<file path="src/spi_pool_allocator_assert.svh">
// Assertion macros for the identifier pool allocator.
// Needs clk_i and rst_ni in the scope of the module that uses them.
`ifndef SPI_POOL_ALLOCATOR_ASSERT_SVH
`define SPI_POOL_ALLOCATOR_ASSERT_SVH

// A condition that must hold at every clock edge out of reset.
`define SPA_ASSERT_HOLDS(lbl, cond, msg) \
  lbl: assert property (@(posedge clk_i) disable iff (!rst_ni) (cond)) else $error(msg);

// An antecedent that implies a consequent in the same cycle.
`define SPA_ASSERT_IMPLIES(lbl, ante, cons, msg) \
  lbl: assert property (@(posedge clk_i) disable iff (!rst_ni) (ante) |-> (cons)) \
    else $error(msg);

`endif

</file>
<file path="src/spa_pkg.sv">
// Shared types and constants of the identifier pool allocator.
// No dependencies; every other file but the assertion header uses this package.
package spa_pkg;

  localparam int unsigned POOL_SIZE = 1024;
  localparam int unsigned SLOT_W    = $clog2(POOL_SIZE);
  localparam int unsigned CNT_W     = $clog2(POOL_SIZE + 1);
  localparam int unsigned ID_W      = 32;
  localparam int unsigned CFG_IDX_W = 2;

  localparam logic [CFG_IDX_W-1:0] REG_LOWER = CFG_IDX_W'(0);
  localparam logic [CFG_IDX_W-1:0] REG_UPPER = CFG_IDX_W'(1);

  typedef enum logic [1:0] {
    ACT_ANY     = 2'd0,
    ACT_NAMED   = 2'd1,
    ACT_RELEASE = 2'd2
  } action_e;

  typedef enum logic [2:0] {
    ST_OK     = 3'd0,
    ST_RANGE  = 3'd1,
    ST_TAKEN  = 3'd2,
    ST_EMPTY  = 3'd3,
    ST_DOUBLE = 3'd4
  } status_e;

  typedef enum logic [3:0] {
    S_IDLE,
    S_DECODE,
    S_MEM_RD,
    S_EVAL,
    S_ANY_CHK,
    S_ANY_NXT,
    S_UL_W1,
    S_UL_W2,
    S_AP_W1,
    S_AP_W2,
    S_DONE
  } state_e;

  typedef struct packed {
    action_e         action;
    logic [ID_W-1:0] ident;
    logic [ID_W-1:0] reserved_a;
    logic [ID_W-1:0] reserved_b;
  } in_item_t;

  typedef struct packed {
    logic [ID_W-1:0]  granted;
    status_e          status;
    logic [CNT_W-1:0] free_count;
  } out_item_t;

  typedef struct packed {
    logic [ID_W-1:0] lo;
    logic [ID_W-1:0] hi;
  } bounds_t;

  typedef struct packed {
    logic              re;
    logic              we_next;
    logic              we_prev;
    logic [SLOT_W-1:0] addr;
    logic [SLOT_W-1:0] wdata;
  } link_req_t;

  typedef struct packed {
    logic [SLOT_W-1:0] nxt;
    logic [SLOT_W-1:0] prv;
  } link_rd_t;

  typedef struct packed {
    logic              re;
    logic              we;
    logic [SLOT_W-1:0] addr;
    logic              wdata;
  } free_req_t;

endpackage

</file>
<file path="src/spa_free_ram.sv">
// Free flag memory: one bit per slot, set while the slot is on the free list.
// Depends on spa_pkg.
module spa_free_ram (
  input  logic               clk_i,
  input  spa_pkg::free_req_t req_i,
  output logic               rd_o
);

  logic free_mem [spa_pkg::POOL_SIZE];
  logic rd_q;

  always_ff @(posedge clk_i) begin
    if (req_i.we) begin
      free_mem[req_i.addr] <= req_i.wdata;
    end
    if (req_i.re) begin
      rd_q <= free_mem[req_i.addr];
    end
  end

  assign rd_o = rd_q;

endmodule

</file>
<file path="config.mk">
export PLATFORM = sky130hd
export DESIGN_NAME = spa_free_ram
export DESIGN_NICKNAME = d
export VERILOG_FILES = /design/src/spi_pool_allocator_assert.svh /design/src/spa_pkg.sv /design/src/spa_free_ram.sv
export SDC_FILE = /design/constraint.sdc
export NUM_CORES = 1
export LEC_CHECK = 0
export BUFFER_PORTS_ARGS = -buffer_cell sky130_fd_sc_hd__buf_2
export CORE_UTILIZATION = 36
export DETAILED_ROUTE_END_ITERATION = 7
export PLACE_DENSITY = 0.61
export SYNTH_ARGS = -nofsm -noshare
export SYNTH_HDL_FRONTEND = slang
export SYNTH_SLANG_ARGS = --single-unit
export TNS_END_PERCENT = 30
</file>
<file path="constraint.sdc">
create_clock -name clk_i -period 4.2 [get_ports clk_i]
set_clock_uncertainty 0.2 [all_clocks]
set_input_delay 0.42 -clock clk_i [delete_from_list [all_inputs] [get_ports clk_i]]
set_output_delay 0.42 -clock clk_i [all_outputs]
set_load 0.02 [all_outputs]
</file>
==> run_results.csv <==
group,metric,value,unit
run_status,status,"finished clean",
floorplanning,rows,128,
synthesis,syn_inst,3369,
routing,first_iter_violations,3620,
routing,ant_nets,0,
placement,dpl-instance-area,0.04692,mm²
critical_path,critPathRequiredTime,4.43,ns
clock_network,cts_buffer_depth,3,
global_routing,grt_max_degree,132,
clock_network,htreeDepth,3,
cells_and_area,areaGrowthSynthToFinish,13.66,%
timing,rsz0062_at_grt,"false",
clock_network,root_buffer,"clkbuf_16",
timing,relSlewSlack,22.66,%
cells_and_area,final_area,0.05041,mm²
critical_path,path_max_fanout,57,
placement,place.gp.congestion,0.8267,
critical_path,critical_path.most_common_cell,"nand3_1",
floorplanning,initial_utilization,36.34,%
global_routing,antenna_found_initial,7,
clock_network,path_clk_slew,0.06,ns
synthesis,synth_edf_count,1025,
clock_network,cts_sinks,1025,
synthesis,synth_top_area_share,69.41,%
global_routing,track_usage,20.88,%
synthesis,seq_area_frac_synth,69.41,%
timing,setup_viol,0,
synthesis,synthMostInstantiatedCell,"nor2_1",
routing,wl_per_cell,26.27,µm
placement,port_buffers,14,
clock_network,cts_tree,"done",
critical_path,critPathKind,"input pin to flop",
floorplanning,coreArea,0.1220,mm²
floorplanning,die_w,353.0,µm
power_and_ir_drop,peakVddDrop,0.3658,mV
placement,dpl.hpwl,73370,µm
cells_and_area,nNetsFinal,3355,
floorplanning,die-area,0.1246,mm²
critical_path,crit_buf_inv,2,
synthesis,yosysWarningCount,0,
synthesis,synth_seq_cells,1025,
cells_and_area,final_layout_size_suffix_gt1_share,11.85,%
synthesis,synth_area_leaders,"edfxtp_1 (69%), mux2i_1 (10%), nor2_1 (9.1%)",
floorplanning,dieHeight,353.0,µm
synthesis,synth.distinct_cells,39,
timing,finalHoldViolations,0,
global_routing,overflow,0,
critical_path,crit_path_max_incr_delay,0.54,ns
timing,fin_crit,3.429,ns
clock_network,numCtsBuffers,108,
worst_hold_path,hp-class,"input pin to flop",
critical_path,crit_arrival,3.66,ns
clock_network,insertion_delay,0.70,ns
cells_and_area,fill_cells,11330,
routing,wirelength,132800,µm
global_routing,grt_pass1_vias,27350,
routing,drc,0,
critical_path,crit_path_end_kind,"flop",
clock_network,cts_setup_buffers,0,
power_and_ir_drop,powerDensity,432.4,mW/mm²
routing,viasPerCell,5.608,
timing,fin_tns_setup,0,ns
synthesis,synth.cell_area,0.04435,mm²
critical_path,critPathLaunchType,"input pin",
synthesis,syn_avg_cell_area,13.16,µm²
global_routing,grt_pass1_wl,189700,µm
critical_path,critical-path-slowest-cell,"buf_8",
timing,max_slew.worst_pin.slew,1.157,ns
clock_network,postCtsResizedCells,0,
routing,num_vias,28340,
timing,fmax,0.2916,GHz
floorplanning,io_pins,15,
timing,layout_worst_path_cycle_share,81.64,%
synthesis,synthTopCellsByCount,"nor2_1 (1080), edfxtp_1 (1025), mux2i_1 (456), o22ai_1 (198), clkbuf_1 (174)",
synthesis,synth_flop_cell,"edfxtp_1",
critical_path,path_cells,"buf_8 -> buf_12 -> mux2i_1 -> o22ai_1 -> nor4_1 -> nand3_1 -> o2111ai_1 -> o211ai_1 -> a211oi_1 -> nand3_1",
critical_path,critical-path-top-delay-family,"compound AO/OA/AOI/OAI gates",
synthesis,synth_fp_nets,3383,
routing,drt-pass1-iter-count,6,
synthesis,synth_area_leader_cell,"edfxtp_1",
synthesis,async_reset_ff_share,0,%
timing,drv_slew,0,
power_and_ir_drop,p_leak,0.01613,µW
job,drv_cap,0,
==> area by class of cell <==
class / count / area [µm²] / area share [%]
flip-flops and latches: 1025 / 30780 / 61.06
repair buffers: 181 / 1849 / 3.669
clock inverters: 62 / 590.6 / 1.172
well taps: 1625 / 2033 / 4.034
inverters: 3 / 11.26 / 0.02234
clock buffers: 134 / 2885 / 5.724
diodes: 2 / 5.005 / 0.009929
multi-input cells: 2022 / 12250 / 24.31
==> worst paths after layout <==
kind                 startpoint      endpoint  slack (ns)  depth (start not counted)
setup / recovery       req_i[2]          rd_o        0.77                         10
hold / removal         req_i[0]  free_mem[66]        0.04                          1
hold reg to reg   free_mem[903]          rd_o        0.78                          5
setup reg to reg  free_mem[855]          rd_o        1.25                          7
==> placed cells by master, fill, tap and decap left out, types with 3 or more instances in the layout <==
| cell type | instances |
|---|---|
| buf_2 | 11 |
| nor3b_1 | 6 |
| a211oi_1 | 9 |
| and3_1 | 6 |
| clkbuf_1 | 22 |
| buf_4 | 127 |
| mux4_2 | 32 |
| o22ai_1 | 198 |
| or4b_2 | 3 |
| and3b_1 | 4 |
| nand2_1 | 50 |
| buf_12 | 40 |
| nor4_1 | 44 |
| nor2_1 | 1080 |
| a21oi_1 | 4 |
| nand3_1 | 15 |
| nand3b_1 | 5 |
| edfxtp_1 | 1025 |
| bufinv_16 | 11 |
| o2111ai_1 | 11 |
| clkinv_8 | 3 |
| nand4bb_4 | 3 |
| nand2_2 | 32 |
| nand4bb_2 | 3 |
| clkinvlp_4 | 3 |
| nor3_1 | 18 |
| clkinv_1 | 30 |
| clkinv_2 | 16 |
| o211ai_1 | 10 |
| o21ai_0 | 8 |
| clkbuf_16 | 112 |
| mux2i_1 | 456 |
| o31ai_1 | 4 |
| nand4_1 | 4 |
| nand4b_2 | 3 |
| and2_1 | 3 |
==> flip-flops by register name, indices dropped and copies added (netlist names) <==
register  count
free_mem   1024
rd_o          1
==> logic make-up after synthesis <==
logic type / count (synthesis) / share of synthesized area, %
mux: 488 / 11.92
flops: 1025 / 69.41
simple gates: 1287 / 11.75
compound gates: 247 / 3.611
buf+inv: 322 / 3.312
==> per-stage QoR <==
step	hold WS (ns)	std cells	worst slack, ns	power (µW)	utilization, %
after floorplan	0.3189	3369	1.586	12030	-
after global placement	0.5726	4855	0.07224	12530	38.44
final	0.03930	5054	0.7711	21800	41.30
after global routing	0.07405	5052	0.6672	22330	41.30
after CTS	0.05049	5052	0.7618	21900	41.30
after detailed placement	0.5668	4855	0.01541	12530	38.44
==> per-layer routing <==
metal / GRT usage [%] / wire length, µm / share of wire [%] / vias up
met5: 0 / 24 / 0.018 / -
met1: 28.10 / 53500 / 40 / 14530
li1: - / - / - / 12160
met4: 7.619 / 4594 / 3.5 / 4
met2: 33.10 / 61530 / 46 / 1385
met3: 4.636 / 13130 / 9.9 / 262
==> worst register-to-register path, cell delays in order (launching register included) <==
cell and delay (ns):
edfxtp_1 0.36, mux4_2 0.48, a211oi_1 0.29, nand3_1 0.15, o2111ai_1 0.28, o211ai_1 0.33
a211oi_1 0.46, nand3_1 0.13
==> power breakdown <==
part           switching [µW]  leakage, µW  internal (µW)
clock network            3950      0.00169           5510
logic                     732      0.00523            336
registers                4.75      0.00921          11300
==> repair_timing <==
action,CTS,global route
endpoints found under the setup margin,0,0
hold buffers,1,0
hold endpoints to repair,1,0
No activity file was read; power rests on OpenSTA's default activity.
