### src/spi_pool_allocator_assert.svh
// Assertion macros for the identifier pool allocator.
// Needs clk_i and rst_ni in the scope of the module that uses them.
`ifndef SPI_POOL_ALLOCATOR_ASSERT_SVH
`define SPI_POOL_ALLOCATOR_ASSERT_SVH

// A condition that must hold at every clock edge out of reset.
`define SPA_ASSERT_HOLDS(lbl, cond, msg) \
  lbl: assert property (@(posedge clk_i) disable iff (!rst_ni) (cond)) else $error(msg);

// An antecedent that implies a consequent in the same cycle.
`define SPA_ASSERT_IMPLIES(lbl, ante, cons, msg) \
  lbl: assert property (@(posedge clk_i) disable iff (!rst_ni) (ante) |-> (cons)) \
    else $error(msg);

`endif

### src/spa_pkg.sv
// Shared types and constants of the identifier pool allocator.
// No dependencies; every other file but the assertion header uses this package.
package spa_pkg;

  localparam int unsigned POOL_SIZE = 1024;
  localparam int unsigned SLOT_W    = $clog2(POOL_SIZE);
  localparam int unsigned CNT_W     = $clog2(POOL_SIZE + 1);
  localparam int unsigned ID_W      = 32;
  localparam int unsigned CFG_IDX_W = 2;

  localparam logic [CFG_IDX_W-1:0] REG_LOWER = CFG_IDX_W'(0);
  localparam logic [CFG_IDX_W-1:0] REG_UPPER = CFG_IDX_W'(1);

  typedef enum logic [1:0] {
    ACT_ANY     = 2'd0,
    ACT_NAMED   = 2'd1,
    ACT_RELEASE = 2'd2
  } action_e;

  typedef enum logic [2:0] {
    ST_OK     = 3'd0,
    ST_RANGE  = 3'd1,
    ST_TAKEN  = 3'd2,
    ST_EMPTY  = 3'd3,
    ST_DOUBLE = 3'd4
  } status_e;

  typedef enum logic [3:0] {
    S_IDLE,
    S_DECODE,
    S_MEM_RD,
    S_EVAL,
    S_ANY_CHK,
    S_ANY_NXT,
    S_UL_W1,
    S_UL_W2,
    S_AP_W1,
    S_AP_W2,
    S_DONE
  } state_e;

  typedef struct packed {
    action_e         action;
    logic [ID_W-1:0] ident;
    logic [ID_W-1:0] reserved_a;
    logic [ID_W-1:0] reserved_b;
  } in_item_t;

  typedef struct packed {
    logic [ID_W-1:0]  granted;
    status_e          status;
    logic [CNT_W-1:0] free_count;
  } out_item_t;

  typedef struct packed {
    logic [ID_W-1:0] lo;
    logic [ID_W-1:0] hi;
  } bounds_t;

  typedef struct packed {
    logic              re;
    logic              we_next;
    logic              we_prev;
    logic [SLOT_W-1:0] addr;
    logic [SLOT_W-1:0] wdata;
  } link_req_t;

  typedef struct packed {
    logic [SLOT_W-1:0] nxt;
    logic [SLOT_W-1:0] prv;
  } link_rd_t;

  typedef struct packed {
    logic              re;
    logic              we;
    logic [SLOT_W-1:0] addr;
    logic              wdata;
  } free_req_t;

endpackage

### src/spa_bounds.sv
// Bound registers and the two-stage pipeline that derives the effective range.
// Depends on spa_pkg.
module spa_bounds (
  input  logic                          clk_i,
  input  logic                          rst_ni,
  input  logic                          cfg_valid_i,
  output logic                          cfg_ready_o,
  input  logic [spa_pkg::CFG_IDX_W-1:0] cfg_index_i,
  input  logic [spa_pkg::ID_W-1:0]      cfg_data_i,
  output logic                          cfg_clear_o,
  output spa_pkg::bounds_t              bounds_o
);

  logic [spa_pkg::ID_W-1:0] lower_q, lower_d;
  logic [spa_pkg::ID_W-1:0] upper_q, upper_d;
  logic [spa_pkg::ID_W-1:0] lo1_q, lo1_d, hi1_q, hi1_d;
  spa_pkg::bounds_t         eff_q, eff_d;
  logic                     wr;
  logic [spa_pkg::ID_W-1:0] span;

  assign cfg_ready_o = 1'b1;
  assign wr = cfg_valid_i && cfg_ready_o;

  always_comb begin
    lower_d     = lower_q;
    upper_d     = upper_q;
    cfg_clear_o = 1'b0;
    if (wr && cfg_index_i == spa_pkg::REG_LOWER) begin
      lower_d     = cfg_data_i;
      cfg_clear_o = 1'b1;
    end
    if (wr && cfg_index_i == spa_pkg::REG_UPPER) begin
      upper_d     = cfg_data_i;
      cfg_clear_o = 1'b1;
    end
  end

  // Stage one: order the bounds and keep identifier zero out.
  always_comb begin
    if (lower_q > upper_q) begin
      lo1_d = upper_q;
      hi1_d = lower_q;
    end else begin
      lo1_d = lower_q;
      hi1_d = upper_q;
    end
    if (lo1_d == '0) begin
      lo1_d = spa_pkg::ID_W'(1);
    end
    if (hi1_d < lo1_d) begin
      hi1_d = lo1_d;
    end
  end

  // Stage two: clip the range to the pool size.
  always_comb begin
    span     = hi1_q - lo1_q;
    eff_d.lo = lo1_q;
    eff_d.hi = hi1_q;
    if (span >= spa_pkg::ID_W'(spa_pkg::POOL_SIZE)) begin
      eff_d.hi = lo1_q + spa_pkg::ID_W'(spa_pkg::POOL_SIZE - 1);
    end
  end

  always_ff @(posedge clk_i or negedge rst_ni) begin
    if (!rst_ni) begin
      lower_q <= spa_pkg::ID_W'(1);
      upper_q <= spa_pkg::ID_W'(1024);
      lo1_q   <= '0;
      hi1_q   <= '0;
      eff_q   <= '0;
    end else begin
      lower_q <= lower_d;
      upper_q <= upper_d;
      lo1_q   <= lo1_d;
      hi1_q   <= hi1_d;
      eff_q   <= eff_d;
    end
  end

  assign bounds_o = eff_q;

endmodule

### config.mk
export PLATFORM = sky130hd
export DESIGN_NAME = spa_bounds
export DESIGN_NICKNAME = d
export VERILOG_FILES = /design/src/spi_pool_allocator_assert.svh /design/src/spa_pkg.sv /design/src/spa_bounds.sv
export SDC_FILE = /design/constraint.sdc
export NUM_CORES = 1
export LEC_CHECK = 0
export CAP_MARGIN = 20
export CELL_PAD_IN_SITES_DETAIL_PLACEMENT = 0
export CELL_PAD_IN_SITES_GLOBAL_PLACEMENT = 2
export CORE_UTILIZATION = 44
export CTS_BUF_LIST = sky130_fd_sc_hd__clkbuf_4
export DETAILED_ROUTE_END_ITERATION = 10
export DONT_BUFFER_PORTS = 1
export GPL_ROUTABILITY_DRIVEN = 0
export MAX_ROUTING_LAYER = met4
export PLACE_DENSITY_LB_ADDON = 0.08
export SYNTH_ARGS = -nofsm -noshare
export SYNTH_HDL_FRONTEND = slang
export SYNTH_SLANG_ARGS = --single-unit
### constraint.sdc
create_clock -name clk_i -period 6.02 [get_ports clk_i]
set_clock_uncertainty 0.15 [all_clocks]
set_input_delay 1.204 -clock clk_i [delete_from_list [all_inputs] [get_ports clk_i]]
set_output_delay 1.204 -clock clk_i [all_outputs]
set_load 0.02 [all_outputs]
==> results of run 1 <==
-- layer usage --
| layer | global-route usage | share of wire |
|---|---|---|
| met5 | - | 0 |
| met4 | 0.0596 | 0.016 |
| met3 | 0.0354 | 0.045 |
| met2 | 0.296 | 0.41 |
| met1 | 0.330 | 0.53 |
-- registers in the layout (all words and copies together), names as in the netlist --
signal    cells
lo1_q        32
lower_q      32
bounds_o     64
upper_q      32
hi1_q        32
-- cell families (layout without fill, tap and decap cells) --
group                      Yosys count  in the layout  synth area share
and+or+nand+nor                    221            221             0.104
adders and majority gates           96             96             0.109
AOI/OAI and AO/OA                  183            183             0.104
DFF                                192            192             0.433
muxes                              168            168             0.176
xor gates and xnor gates            32             32            0.0253
buffers and inverters              137            145            0.0487
other                                1              2          0.000338
-- how the worst min path moves through the flow --
stage,from,to,slack [ps]
3_5_place_dp,lo1_q[3],bounds_o[35],290
3_3_place_gp,lo1_q[3],bounds_o[35],260
2_1_floorplan,lo1_q[13],bounds_o[45],220
4_1_cts,rst_ni,lower_q[11],70
5_1_grt,rst_ni,upper_q[9],70
6_report,rst_ni,lower_q[7],140
-- critical path: cells and delay by family (launching register included) --
| family | cells | cell delay (ps) |
|---|---|---|
| simple gates | 7 | 1170 |
| flops | 1 | 460 |
| compound gates | 6 | 1420 |
| mux | 1 | 390 |
| fa+ha+maj | 2 | 660 |
| buf+inv | 4 | 980 |
-- area by class of cell --
class | count | area, µm² | share of cell area
clock buffers | 17 | 128 | 0.0109
diodes | 1 | 2.50 | 0.000213
clock inverters | 15 | 191 | 0.0163
multi-input cells | 701 | 5750 | 0.490
well taps | 324 | 405 | 0.0345
inverters | 107 | 402 | 0.0342
repair buffers | 6 | 57.6 | 0.00490
flip-flops and latches | 192 | 4810 | 0.409
-- cells in the mapped netlist, types with 2 or more instances --
master / instances / area share
a211oi_1: 8 / 0.0054
a21boi_0: 3 / 0.0020
buf_1: 3 / 0.0010
mux2i_1: 40 / 0.036
mux2_4: 28 / 0.038
or3_1: 5 / 0.0028
dfstp_2: 2 / 0.0047
a41oi_1: 2 / 0.0016
nand3b_1: 2 / 0.0014
o2111ai_1: 4 / 0.0032
a21oi_1: 39 / 0.018
nor2b_1: 13 / 0.0073
clkbuf_1: 23 / 0.0078
nor3b_1: 4 / 0.0027
mux2_2: 100 / 0.10
nor3_1: 16 / 0.0072
ha_1: 95 / 0.11
o2bb2ai_1: 2 / 0.0016
a31oi_1: 6 / 0.0034
o21bai_1: 5 / 0.0034
dfrtp_1: 190 / 0.43
inv_1: 107 / 0.036
o211ai_1: 2 / 0.0014
and3_1: 6 / 0.0034
or2_2: 2 / 0.0011
xnor2_1: 31 / 0.024
a2111oi_0: 2 / 0.0016
a211o_1: 6 / 0.0047
and4_1: 2 / 0.0016
a22oi_1: 2 / 0.0014
nor2_1: 31 / 0.010
o21a_1: 4 / 0.0027
nand4_1: 25 / 0.014
a21o_1: 26 / 0.018
nand2_1: 66 / 0.022
nor4_1: 22 / 0.012
o21ai_0: 58 / 0.026
nand2b_1: 3 / 0.0017
nand3_1: 18 / 0.0081
buf_6: 3 / 0.0030
o22ai_1: 5 / 0.0028
-- power by group through the flow --
| stage | clock (mW) | combinational, mW | sequential, mW |
|---|---|---|---|
| 6_report | 0.760 | 3.47 | 2.46 |
| 5_1_grt | 0.840 | 3.87 | 2.52 |
| 4_1_cts | 0.790 | 3.47 | 2.47 |
| 3_5_place_dp | 0 | 3.44 | 2.50 |
| 3_3_place_gp | 0 | 3.46 | 2.50 |
| 2_1_floorplan | 0 | 2.70 | 2.29 |
==> metrics.md, run 1 <==
| Metric | Value |
|---|---|
| Status | `finished, final reports clean` |
| Total power | `6.69 mW` |
| DRC viols | `0` |
| Critical path capture point | `hi1_q[25]` |
| Crit end category | `flip-flop` |
| Leading cell types in the layout, fill and taps excluded | `190 x dfrtp_1, 107 x inv_1, 100 x mux2_2, 95 x ha_1, 65 x nand2_1` |
| Via-per-instance ratio | `5.47` |
| Register share of total power | `0.368` |
| Antenna Nets Post-Route | `0` |
| Dpl cells | `1330` |
| Hold_buf cts | `0` |
| Hold crit path type | `input port to asynchronous set/reset pin` |
| Clock Latency Late Sink | `580 ps` |
| Slew Limit Fails | `0` |
| Placed cell area | `between 0.01 and 0.015 mm²` |
| DIE WIDTH | `between 150 and 200 µm` |
| Clock sink count | `192` |
| Cts bufs inserted | `17` |
| Reported leakage power | `5.53 nW` |
| Area Overhead vs Synth | `5.93%` |
| Switch Pwr | `approximately 3.1 mW` |
| Rows | `57` |
| Max_cap viols | `0` |
| GRT overflow | `0` |
| Antenna violations before repair | `1` |
| Clock share of power | `0.114` |
| Part of the power in combinational logic | `0.518` |
| Overall Global Routing Usage | `0.217` |
| Vias | `7454` |
| H-tree depth | `4` |
| Worst EP arrival | `approximately 5700 ps` |
| # setup viols final | `0` |
| R2R depth | `20` |
| Setup WS pre-CTS | `604 ps` |
| Critical path startpoint | `upper_q[27]` |
| Cell Pwr Density | `570 mW/mm²` |
| Height of the chip | `about 160 µm` |
| Routed wire length | `~26000 µm` |
| DR iter-0 viols | `448` |
| Port bufs | `0` |
| Largest net degree at the start of global routing | `193` |
| Clk root buf | `clkbuf_4` |
| Worst reg-to-reg setup slack | `620 ps` |
| Fillers | `2348` |
| Postcts setup bufs | `0` |
| Nets@finish | `1158` |
| Final core utilization | `0.479` |
| Critical Path Source Type | `flip-flop` |
| Achievable frequency | `185 MHz` |
| Sw Share | `0.467` |
| Final cell count without fillers | `1363` |
| Syn avg cell area | `10.8 µm²` |
| WHS | `138 ps` |
| Worst-path fanout max | `67` |
| 1st-pass router iterations | `5` |
| CP max-delay cell | `dfrtp_1` |
| Critical path type | `flip-flop to flip-flop` |
| Clk buf depth | `2` |
| Post-route worst setup slack | `616 ps` |
| Cells after synthesis | `1030` |
| RR Endpoint | `hi1_q[25]` |
| Seq cells post-synth | `192` |
| Final Hold Fails | `0` |
| Synth cell types | `60` |
| Syn nets | `between 1000 and 1500` |
| First-pass GRT wire length | `42200 µm` |
| P_int | `3.56 mW` |
| Worst path cell trace | `inv_1 -> ha_1 -> nand4_1 -> nor4_1 -> buf_4 -> o41ai_1 -> a22oi_2 -> buf_12 -> o21ai_0 -> ha_1 -> nand4_1 -> nor2_1 -> nand3_1 -> a211oi_1 -> nor4_1 -> o21ai_0 -> a21oi_1 -> nor2_2 -> buf_4 -> mux2_2` |
| RSZ-0062 raised after global routing | `no` |
| Netlist Area Pre-Place | `0.0111 mm²` |
| Max incr delay on CP | `roughly 460 ps` |
| Min Tclk post-route | `5400 ps` |
| Max-slew headroom | `0.394` |
| Yosys warning count | `0` |
| Most common cell after layout, fill and taps aside | `dfrtp_1` |
| Number of global-route vias before repair | `7419` |
| Dpl hpwl | `20300 µm` |
| Async set-reset flop share out of synthesis | `1.00` |
| Sequential area share after synthesis | `0.433` |
| Clock-pin slew on the worst setup and hold paths | `190 ps` |
| Post-synth EDFFs | `0` |
| Peak supply drop | `approximately 0.22 mV` |
| Most used DFF post-synth | `dfrtp_1` |
| TNS Setup | `0 ps` |
| Core area | `0.0245 mm²` |
| Top-level I/O count | `roughly 100` |
| FF-to-FF Start | `upper_q[27]` |
| Post-route cell area | `between 0.01 and 0.015 mm²` |
| CTS tree | `built` |
| Starting density of the core | `0.452` |
| Share of layout cells above drive strength 1 | `0.171` |
| Worst-Margin Slew | `roughly 900 ps` |
| Fin crit share | `0.898` |
| CP required | `6340 ps` |
| Total Die Area | `0.0258 mm²` |
| Post-cts resize count | `0` |
| WL/cell | `19.3 µm` |
Note: power is estimated with default switching activity, not from simulation.
==> inputs of run 2 (changes only) <==
- clock period: 6.02 -> 5.9 ns (I/O delays scaled with it)
==> metrics.md, run 2 (synthesis gave the netlist of run 1 again) <==
| Metric | Value |
|---|---|
| Status | `finished, final reports clean` |
| # setup viols final | `0 (unchanged)` |
| RSZ-0062 raised after global routing | `no` |
| Clk buf depth | `2 (unchanged)` |
| DRT met1 WL | `14000 µm (+0.72%)` |
| CP required | `6210 ps (-130 ps)` |
| DIE WIDTH | `161 µm (unchanged)` |
| Clock-pin slew on the worst setup and hold paths | `180 ps (about the same)` |
| Met3 WL | `1060 µm (-10%)` |
| 1st-pass router iterations | `5 (unchanged)` |
| Clock Latency Late Sink | `590 ps (about the same)` |
| Slew Limit Fails | `0 (unchanged)` |
| Clk root buf | `clkbuf_4` |
| Max-slew headroom | `0.398 (+0.00398)` |
| Antenna violations before repair | `1 (unchanged)` |
| Cts bufs inserted | `17 (unchanged)` |
| Via-per-instance ratio | `5.46 (-0.19%)` |
| Routed wire length | `26600 µm (+0.97%)` |
| Post-route cell area | `0.0117 mm² (about the same)` |
| Worst-Margin Slew | `894 ps (-5.91 ps)` |
| DRC viols | `0 (unchanged)` |
| Wire length on met2 | `11100 µm (+2.7%)` |
| Uppermost layer routed | `met4` |
| Total power | `6.83 mW (+2.1%)` |
| Hold_buf cts | `0 (unchanged)` |
| Largest net degree at the start of global routing | `193 (unchanged)` |
| Top-level I/O count | `103 (unchanged)` |
| Min Tclk post-route | `5400 ps (-1.66 ps)` |
| Final Hold Fails | `0 (unchanged)` |
| Achievable frequency | `185 MHz (about the same)` |
| H-tree depth | `4 (unchanged)` |
| WL/cell | `19.5 µm (+0.89%)` |
| Crit end category | `flip-flop` |
| Dpl hpwl | `20400 µm (+0.47%)` |
| Reported leakage power | `5.53 nW (about the same)` |
| Share of layout cells above drive strength 1 | `0.171 (about the same)` |
| GRT overflow | `0 (unchanged)` |
| Number of global-route vias before repair | `7429 (+0.13%)` |
| Area Overhead vs Synth | `5.91% (about the same)` |
| Clock sink count | `192 (unchanged)` |
| Vias | `7445 (-0.12%)` |
| Fin crit share | `0.916 (+0.0180)` |
| Peak supply drop | `0.264 mV (+19%)` |
| Postcts setup bufs | `0 (unchanged)` |
| Max_cap viols | `0 (unchanged)` |
| Worst-path fanout max | `82 (+22%)` |
| CTS tree | `built` |
| Height of the chip | `161 µm (unchanged)` |
| TNS Setup | `0 ps (unchanged)` |
| Rows | `57 (unchanged)` |
| Most common cell after layout, fill and taps aside | `dfrtp_1` |
| Worst EP arrival | `5720 ps (about the same)` |
| Starting density of the core | `0.452 (unchanged)` |
| Critical Path Source Type | `flip-flop` |
| Cell Pwr Density | `581 mW/mm² (+2.1%)` |
| Leading cell types in the layout, fill and taps excluded | `190 x dfrtp_1, 107 x inv_1, 100 x mux2_2, 95 x ha_1, 66 x nand2_1` |
| DR iter-0 viols | `472 (+5.4%)` |
| Max FFs per register | `64 (unchanged)` |
| Critical path type | `flip-flop to flip-flop` |
| Port bufs | `0 (unchanged)` |
| First-pass GRT wire length | `42100 µm (-0.16%)` |
| Nets@finish | `1159 (+0.086%)` |
| Antenna Nets Post-Route | `0 (unchanged)` |
| Core area | `0.0245 mm² (unchanged)` |
| Hold crit path type | `input port to asynchronous set/reset pin` |
| Overall Global Routing Usage | `0.218 (+0.000901)` |
| Placed cell area | `0.0114 mm² (+0.15%)` |
| Total Die Area | `0.0258 mm² (unchanged)` |
## run 2: final cells by class
class | instances | area, µm²
sequential | 192 | 4810
clock buffer | 17 | 128
multi-input combinational | 701 | 5760
timing repair buffer | 7 | 77.6
antenna | 1 | 2.50
inverter | 107 | 402
clock inverter | 15 | 166
fill | 2320 | 12800
tap | 324 | 405
## run 2: through the flow
step	hold WS, ps	setup WS [ps]	utilization	instances
floorplan	224	920	-	1030
global placement	265	435	0.466	1331
detailed placement	275	436	0.466	1331
CTS	38.3	335	0.478	1363
global route	42.5	79.5	0.479	1364
finish	104	498	0.479	1364
## run 2: layer usage
metal / track usage / vias up
li1: - / 3664
met1: 0.330 / 3607
met2: 0.302 / 152
met3: 0.0310 / 22
met4: 0.0596 / 0
met5: - / -
## run 2: report_power, final
group	switching, mW	total, mW	internal (mW)
clock network	0.529	0.725	0.196
logic	1.97	3.59	1.62
registers	0.709	2.51	1.80
## run 2: final timing paths
| check | from | end | slack (ps) | cells past startpoint |
|---|---|---|---|---|
| worst max-delay path | upper_q[9] | hi1_q[11] | 500 | 23 |
| worst min-delay path | rst_ni | lower_q[7] | 100 | 0 |
| worst min register to register | lo1_q[3] | bounds_o[35] | 310 | 0 |
| max in group asynchronous | rst_ni | bounds_o[57] | 5240 | 0 |
| worst max register to register | upper_q[9] | hi1_q[11] | 500 | 23 |
| min in group clk_i | lo1_q[3] | bounds_o[35] | 310 | 0 |
## run 2: repair_timing
action / 4_1_cts / 5_1_grt
hold endpoints to repair: 0 / 0
gates resized for setup: 0 / 1
endpoints found under the setup margin: 0 / 19
## run 2: critical path, cell delays in order (launching register included)
cell	delay [ps]
dfrtp_1	430
inv_1	70
ha_1	290
a21o_1	170
a21o_1	170
a21oi_1	190
o22ai_1	120
o41ai_1	460
a22oi_2	180
buf_12	240
nand2_1	110
o21ai_0	150
ha_1	350
a21o_1	110
a21oi_1	60
nor2b_1	110
o21ai_0	100
a211oi_1	290
nor4_1	80
o21ai_0	350
a21oi_1	130
nor2_4	380
buf_12	220
mux2_2	350
==> inputs of run 3 (changes only) <==
- CORE_UTILIZATION: 44 -> 30
- REMOVE_ABC_BUFFERS: unset -> 1
- SLEW_MARGIN: unset -> 40
==> metrics.md, run 3 (synthesis gave the netlist of run 1 again) <==
| Metric | Value |
|---|---|
| Critical path startpoint | `upper_q[10]` |
| Postcts setup bufs | `0 (unchanged)` |
| Top-level I/O count | `103 (unchanged)` |
| Clock Latency Late Sink | `650 ps (+60 ps)` |
| Dpl cells | `1476 (+11%)` |
| Slew Limit Fails | `0 (unchanged)` |
| Fillers | `3659 (+58%)` |
| Worst-Margin Slew | `653 ps (-241 ps)` |
| R2R depth | `21 (-8.7%)` |
| Largest net degree at the start of global routing | `159 (-18%)` |
| Placed cell area | `0.0117 mm² (+2.0%)` |
| Share of layout cells above drive strength 1 | `0.173 (+0.00205)` |
| Critical Path Source Type | `flip-flop` |
| Height of the chip | `194 µm (+21%)` |
| Clock-pin slew on the worst setup and hold paths | `180 ps (about the same)` |
| Critical path capture point | `hi1_q[17]` |
| RSZ-0062 raised after global routing | `no` |
| Most common cell after layout, fill and taps aside | `dfrtp_1` |
| Max FFs per register | `64 (unchanged)` |
| Hold_buf cts | `3 (+3)` |
| Hold crit path type | `input port to asynchronous set/reset pin` |
| # setup viols final | `0 (unchanged)` |
| Worst reg-to-reg setup slack | `690 ps (+190 ps)` |
| Status | `finished, final reports clean` |
| Peak supply drop | `0.193 mV (-27%)` |
| Port bufs | `0 (unchanged)` |
| Final Hold Fails | `0 (unchanged)` |
| 1st-pass router iterations | `6 (+1)` |
| Clk root buf | `clkbuf_4` |
| Dpl hpwl | `23700 µm (+16%)` |
| Critical path type | `flip-flop to flip-flop` |
| Worst EP arrival | `5620 ps (-100 ps)` |
| CTS tree | `built` |
| Max_cap viols | `0 (unchanged)` |
| Area Overhead vs Synth | `8.80%` |
| DIE WIDTH | `194 µm (+21%)` |
| H-tree depth | `4 (unchanged)` |
| Max-slew headroom | `0.565 (+0.167)` |
| Total Die Area | `0.0377 mm² (+46%)` |
| Clock sink count | `192 (unchanged)` |
| FF-to-FF Start | `upper_q[10]` |
| WL/cell | `20.7 µm (+6.0%)` |
| Routed wire length | `31300 µm (+18%)` |
| Core area | `0.0365 mm² (+49%)` |
| Post-cts resize count | `0 (unchanged)` |
| Vias | `7443 (-0.027%)` |
| Antenna violations before repair | `4 (+3)` |
| Via-per-instance ratio | `4.91 (-10%)` |
| Number of global-route vias before repair | `7658 (+3.1%)` |
| Overall Global Routing Usage | `0.177 (-0.0414)` |
| CP required | `6310 ps (+100 ps)` |
| GRT overflow | `0 (unchanged)` |
| Antenna Nets Post-Route | `0 (unchanged)` |
| Starting density of the core | `0.304 (-0.148)` |
| Final cell count without fillers | `1516 (+11%)` |
| Achievable frequency | `192 MHz (+3.6%)` |
| Worst-path fanout max | `50 (-39%)` |
| Min Tclk post-route | `5210 ps (-190 ps)` |
| Cts bufs inserted | `17 (unchanged)` |
| Fin crit share | `0.883 (-0.0321)` |
| Leading cell types in the layout, fill and taps excluded | `190 x dfrtp_1, 107 x inv_1, 100 x mux2_2, 95 x ha_1, 66 x nand2_1` |
| Reported leakage power | `5.58 nW (+1.0%)` |
| Rows | `70 (+23%)` |
| DR iter-0 viols | `380 (-19%)` |
| Nets@finish | `1164 (+0.43%)` |
| Cell Pwr Density | `577 mW/mm² (-0.80%)` |
| Crit end category | `flip-flop` |
| RR Endpoint | `hi1_q[17]` |
| Post-route cell area | `0.0121 mm² (+2.7%)` |
| Clk buf depth | `2 (unchanged)` |
| DRC viols | `0 (unchanged)` |
| First-pass GRT wire length | `48700 µm (+16%)` |
## run 3: metrics by stage
stage	setup TNS, ps	worst slack [ps]	power, mW	utilization	hold WS (ps)
final	0	687	6.96	0.330	192
after global routing	0	285	7.57	0.330	76.6
after CTS	0	638	7.07	0.329	112
after detailed placement	0	669	6.23	0.320	274
after global placement	0	674	6.28	0.318	285
after floorplan	-142730	-3750	5.14	-	224
## run 3: worst min path at each step
stage | from | endpoint | slack (ps) | cells after the start
floorplan | lo1_q[13] | bounds_o[45] | 220 | 0
global placement | lo1_q[3] | bounds_o[35] | 290 | 0
detailed placement | lo1_q[3] | bounds_o[35] | 270 | 0
CTS | rst_ni | upper_q[10] | 110 | 0
global route | rst_ni | upper_q[10] | 80 | 0
finish | rst_ni | upper_q[10] | 190 | 0
## run 3: final cells by class
cell class / count / area, µm² / area share
multi-input combinational: 701 / 5760 / 0.477
sequential: 192 / 4810 / 0.398
tap: 468 / 586 / 0.0485
inverter: 107 / 402 / 0.0333
timing repair buffer: 12 / 210 / 0.0174
clock inverter: 15 / 166 / 0.0138
clock buffer: 17 / 128 / 0.0106
antenna: 4 / 10.0 / 0.000830
## run 3: power breakdown
| part | switching, mW | internal (mW) | leakage, nW |
|---|---|---|---|
| Combinational | 2.05 | 1.63 | 3.15 |
| Clock | 0.553 | 0.196 | 0.157 |
| Sequential | 0.730 | 1.80 | 2.27 |
| Total | 3.33 | 3.63 | 5.58 |
## run 3: per-layer routing
layer | GRT usage | share of wire | wire length, µm
met2 | 0.247 | 0.42 | 13200
met5 | - | 0 | 0
met3 | 0.0311 | 0.030 | 929
met4 | 0.0423 | 0.011 | 351
met1 | 0.262 | 0.54 | 16800
## run 3: critical path: stages, from the launching register on
cell      delay, ps
dfstp_2         620
inv_1            70
ha_1            290
nand4_1         100
or2_2           310
a211oi_1        220
o41ai_1         110
a22oi_2         260
buf_4           510
mux2i_1         310
ha_1            280
a21o_1          180
a21o_1          170
a21oi_1         130
o21ai_0         100
a21o_1          180
a21oi_1         170
nand3_1          90
a211oi_1        290
nor2_2           80
buf_12          180
mux2_2          300
